<file path="config.mk">
export PLATFORM = sky130hd
export DESIGN_NAME = sre_cell
export DESIGN_NICKNAME = d
export VERILOG_FILES = /design/src/hdl/sre_pkg.sv /design/src/hdl/sre_cell.sv
export SDC_FILE = /design/constraint.sdc
export NUM_CORES = 1
export LEC_CHECK = 0
export BUFFER_PORTS_ARGS = -buffer_cell sky130_fd_sc_hd__buf_4
export CAP_MARGIN = 20
export CELL_PAD_IN_SITES_DETAIL_PLACEMENT = 1
export CELL_PAD_IN_SITES_GLOBAL_PLACEMENT = 2
export CORE_AREA = 2 2 100 102
export CTS_CLUSTER_SIZE = 40
export DETAILED_ROUTE_END_ITERATION = 10
export DIE_AREA = 0 0 102 104
export HOLD_SLACK_MARGIN = 0.1
export PLACE_DENSITY_LB_ADDON = 0.2
export SYNTH_ARGS = -nofsm -noshare
export SYNTH_HDL_FRONTEND = slang
export SYNTH_SLANG_ARGS = --single-unit
</file>
<file path="constraint.sdc">
create_clock -name clk -period 3.75 [get_ports clk]
set_input_delay 0.75 -clock clk [delete_from_list [all_inputs] [get_ports clk]]
set_output_delay 0.75 -clock clk [all_outputs]
set_load 0.05 [all_outputs]
</file>
<file path="src/hdl/sre_pkg.sv">
`timescale 1ns / 1ps

package sre_pkg;

	localparam int MAX_SAMPLES_DEF = 64;
	localparam int SAMPLE_W        = 32;
	localparam int RANK_W          = 6;

	// word travelling down the row of cells
	typedef struct packed {
		logic                       valid;
		logic signed [SAMPLE_W-1:0] sample;
		logic [RANK_W-1:0]          below;
	} token_t;

	// rank handed toward the head of the row while draining
	typedef struct packed {
		logic              occ;
		logic [RANK_W-1:0] rank;
	} shift_t;

	typedef enum logic [1:0] {
		ST_LOAD,
		ST_WAIT,
		ST_DRAIN
	} state_t;

endpackage

</file>
<file path="src/hdl/sre_cell.sv">
`timescale 1ns / 1ps

module sre_cell (
	input  logic            clk,
	input  logic            arst_n,
	input  sre_pkg::token_t tok_in,
	output sre_pkg::token_t tok_out,
	input  logic            shift,
	input  sre_pkg::shift_t sh_in,
	output sre_pkg::shift_t sh_out
);

	logic                                occ_q;
	logic signed [sre_pkg::SAMPLE_W-1:0] samp_q;
	logic [sre_pkg::RANK_W-1:0]          rank_q;
	sre_pkg::token_t                     tok_q;
	logic                                greater;
	logic                                store;

	// held sample ranks above the passing one only when strictly greater
	assign greater = tok_in.valid && occ_q && (samp_q > tok_in.sample);
	assign store   = tok_in.valid && !occ_q;

	always_ff @(posedge clk or negedge arst_n) begin
		if (!arst_n) begin
			occ_q <= 1'b0;
			tok_q <= '0;
		end else begin
			tok_q.valid  <= tok_in.valid && occ_q;
			tok_q.sample <= tok_in.sample;
			tok_q.below  <= greater ? tok_in.below : tok_in.below + sre_pkg::RANK_W'(1);
			if (shift) begin
				occ_q <= sh_in.occ;
			end else if (store) begin
				occ_q <= 1'b1;
			end
		end
	end

	always_ff @(posedge clk) begin
		if (store) begin
			samp_q <= tok_in.sample;
		end
		if (shift) begin
			rank_q <= sh_in.rank;
		end else if (store) begin
			rank_q <= tok_in.below;
		end else if (greater) begin
			rank_q <= rank_q + sre_pkg::RANK_W'(1);
		end
	end

	assign tok_out     = tok_q;
	assign sh_out.occ  = occ_q;
	assign sh_out.rank = rank_q;

endmodule

</file>
==> summary.txt <==
Run status
  – Run status: finished, final reports clean

Logic synthesis
  – Top area cells in the synthesized netlist: edfxtp_1, dfrtp_1, ha_1
  – Synth Net Count: 334
  – Mean post-synth cell area: 13.2 um^2
  – Post-synth top cells: dfrtp_1, edfxtp_1, ha_1
  – Synth Instances: 251
  – Post-synth EDFFs: 38
  – Post-synthesis sequential area ratio: 0.645
  – Top-count cell post-synth: dfrtp_1
  – Post-Syn Area: 0.00332 mm^2
  – Async set-or-reset flop fraction in the synthesized netlist: 0.513
  – Synth warnings: 0
  – Flops & latches, synth: 78
  – Most used DFF post-synth: dfrtp_1
  – Netlist cell types: 37
  – Yosys top cell by area: edfxtp_1
  – Post-synth top area share: 0.343

Clock tree
  – CTS Buffer Depth: 2
  – Cts hold-fix bufs: 0
  – CTS root buf: clkbuf_8
  – H-tree depth: 3
  – Num Clock Sinks: 78
  – CTS resizes: 0
  – CTS tree: built
  – CTS clk-pin slew, worst paths: 0.08 ns
  – CTS Buf Count: 9
  – Clk Latency, worst-skew pair: 0.34 ns
  – Postcts setup bufs: 0

Finish
  – Fin nets: 438
  – Design Area, Final: 0.00443 mm^2
  – N_diodes: 0
  – Fraction of layout cells with a size suffix above 1: 0.325
  – Area Growth Syn to Fin: 33.2%

Worst setup path
  – Max FO, Critical Path: 6
  – CP max stage delay: 0.59 ns
  – Kind of critical path: input port to flip-flop
  – Critical Path Sink Type: flip-flop
  – CP max stage cell: nor4_1
  – Worst Setup Start Kind: input port
  – Crit path arrival time: 3.00 ns
  – Crit path max-delay family: simple AND/OR/NAND/NOR gates
  – CP cell instances: buf_4 -> inv_1 -> ha_1 -> nand4_1 -> nor4_1 -> nand3_1 -> nand2_1 -> nor3_2 -> or3_1
  – CP required: 3.82 ns
  – WP buf/inv: 2

Floorplanning
  – I/O pins: 95
  – Cell row count: 36
  – Initial core utilization: 0.348
  – Die ar.: 0.0106 mm^2
  – DIE HEIGHT: 104 um
  – Die Wd: 102 um
  – Core area: 0.00955 mm^2

Placed design
  – Final HPWL DP: 5.20 mm
  – Pre-CTS WS: 0.449 ns
  – Post-DP Area: 0.00420 mm^2
  – RD Place Congestion: 0.704
  – Port-buffer cells: 94

Route
  – DR vias/cell: 4.51
  – Routed WL: 6.80 mm
  – Residual DRC count: 0
  – 1st-iter DRT viols: 56
  – Vias: 2,223
  – Antenna viol nets, final: 0
  – Pre-Repair DR Iteration Count: 4
  – Wirelength per Cell: 13.8 um

Power
  – Pleak: 2.05 nW
  – Peak supply drop: 0.194 mV
  – Int Pwr: 0.00147 W
  – Seq pwr share: 0.477
  – Comb power frac: 0.189
  – Clock network fraction of design power: 0.334
  – Switching power of the nets: 0.000588 W
  – Pwr/cell area: 466 mW/mm^2
  – Switch share: 0.285

Global routing
  – Global-route wire length before repair: 11.3 mm
  – Vias in the first global route: 2,312
  – Pin count of the biggest net entering global routing: 41
  – Total track usage: 0.139
  – Grt total ovfl: 0
  – Initial antenna violation count: 0

Timing
  – Pins Over Slew Limit: 0
  – Total negative slack: 0 ns
  – Relative slew slack: 0.459
  – RSZ-0062 raised after global routing: false
  – Final Cycle Share: 0.783
  – Fin Clk Skew: 0.00734 ns
  – F_max: 341 MHz
  – Final setup fails: 0
  – Worst slew pin tran: 0.810 ns
  – Final Hold Fails: 0
  – Final worst slack: 0.815 ns
  – Tmin final: 2.94 ns

Job
  – Total of max-cap violations: 0

Hold path
  – Min-Delay Path Class: input port to async pin
## placed cells by master, fill, tap and decap left out, types with 2 or more instances in the layout
| cell type | count |
|---|---|
| nor2_1 | 8 |
| a21o_1 | 3 |
| inv_1 | 33 |
| xnor2_1 | 6 |
| clkinv_4 | 3 |
| and2_1 | 3 |
| clkbuf_8 | 9 |
| o21ai_0 | 11 |
| nand3_1 | 6 |
| buf_4 | 96 |
| nand4_1 | 6 |
| bufinv_16 | 2 |
| nor4_1 | 2 |
| edfxtp_1 | 38 |
| nand2b_1 | 2 |
| xor2_1 | 3 |
| a21oi_1 | 17 |
| dfrtp_1 | 40 |
| nand2_1 | 15 |
| o311ai_0 | 2 |
| ha_1 | 34 |
## registers in the layout, indices dropped and copies added, names as in the netlist
signal   cells
tok_out     39
samp_q      32
rank_q       6
occ_q        1
## metal layers
| metal | up-vias | share of wire | track usage |
|---|---|---|---|
| met4 | 0 | 0.012 | 0.0486 |
| met2 | 61 | 0.48 | 0.219 |
| met3 | 7 | 0.060 | 0.0464 |
| met5 | - | 0 | 0 |
| li1 | 1094 | - | - |
| met1 | 1061 | 0.44 | 0.178 |
## power groups by stage
| stage | sequential (W) | combinational (W) | clock [W] |
|---|---|---|---|
| floorplan | 0.00112 | 0.000117 | 0 |
| CTS | 0.000983 | 0.000398 | 0.000722 |
| detailed placement | 0.00100 | 0.000398 | 0 |
| global placement | 0.000999 | 0.000393 | 0 |
| finish | 0.000982 | 0.000389 | 0.000689 |
| global route | 0.000989 | 0.000429 | 0.000749 |
## kinds of logic after synthesis
kind of cell               Yosys count  share of synthesized area
xor gates and xnor gates             9                     0.0237
DFF                                 78                      0.645
and+or+nand+nor                     50                     0.0776
muxes                                3                    0.00979
adders and majority gates           34                      0.128
buffers and inverters               36                     0.0418
AOI/OAI and AO/OA                   41                     0.0746
## path summary, 6_finish.rpt
kind	startpoint	endpoint	slack (ns)	cells after the start
hold / removal	arst_n	tok_out[36]$_DFF_PN0_	0.37	1
setup reg to reg	samp_q[31]$_DFFE_PP_	rank_q[0]$_DFFE_PP_	0.96	7
setup / recovery	tok_in[37]	rank_q[0]$_DFFE_PP_	0.81	9
min in group clk	tok_in[22]	tok_out[22]$_DFF_PN0_	0.52	1
hold reg to reg	occ_q$_DFFE_PN0P_	occ_q$_DFFE_PN0P_	0.64	2
max in group asynchronous	arst_n	tok_out[10]$_DFF_PN0_	3.01	1
## cell type report
| class | count | area, um^2 |
|---|---|---|
| sequential | 78 | 2140 |
| fill | 1070 | 5120 |
| inverter | 33 | 124 |
| multi-input combinational | 137 | 1050 |
| tap | 133 | 166 |
| clock buffer | 9 | 124 |
| clock inverter | 7 | 98.8 |
| timing repair buffer | 96 | 721 |
## through the flow
step,util,power [W],instances,hold WS (ns)
after CTS,0.463,0.00210,493,0.383
after global placement,0.440,0.00139,477,0.612
after global routing,0.463,0.00217,493,0.389
after floorplan,-,0.00124,251,0.454
after detailed placement,0.440,0.00140,477,0.640
final,0.463,0.00206,493,0.375
No activity file was read; power rests on OpenSTA's default activity.
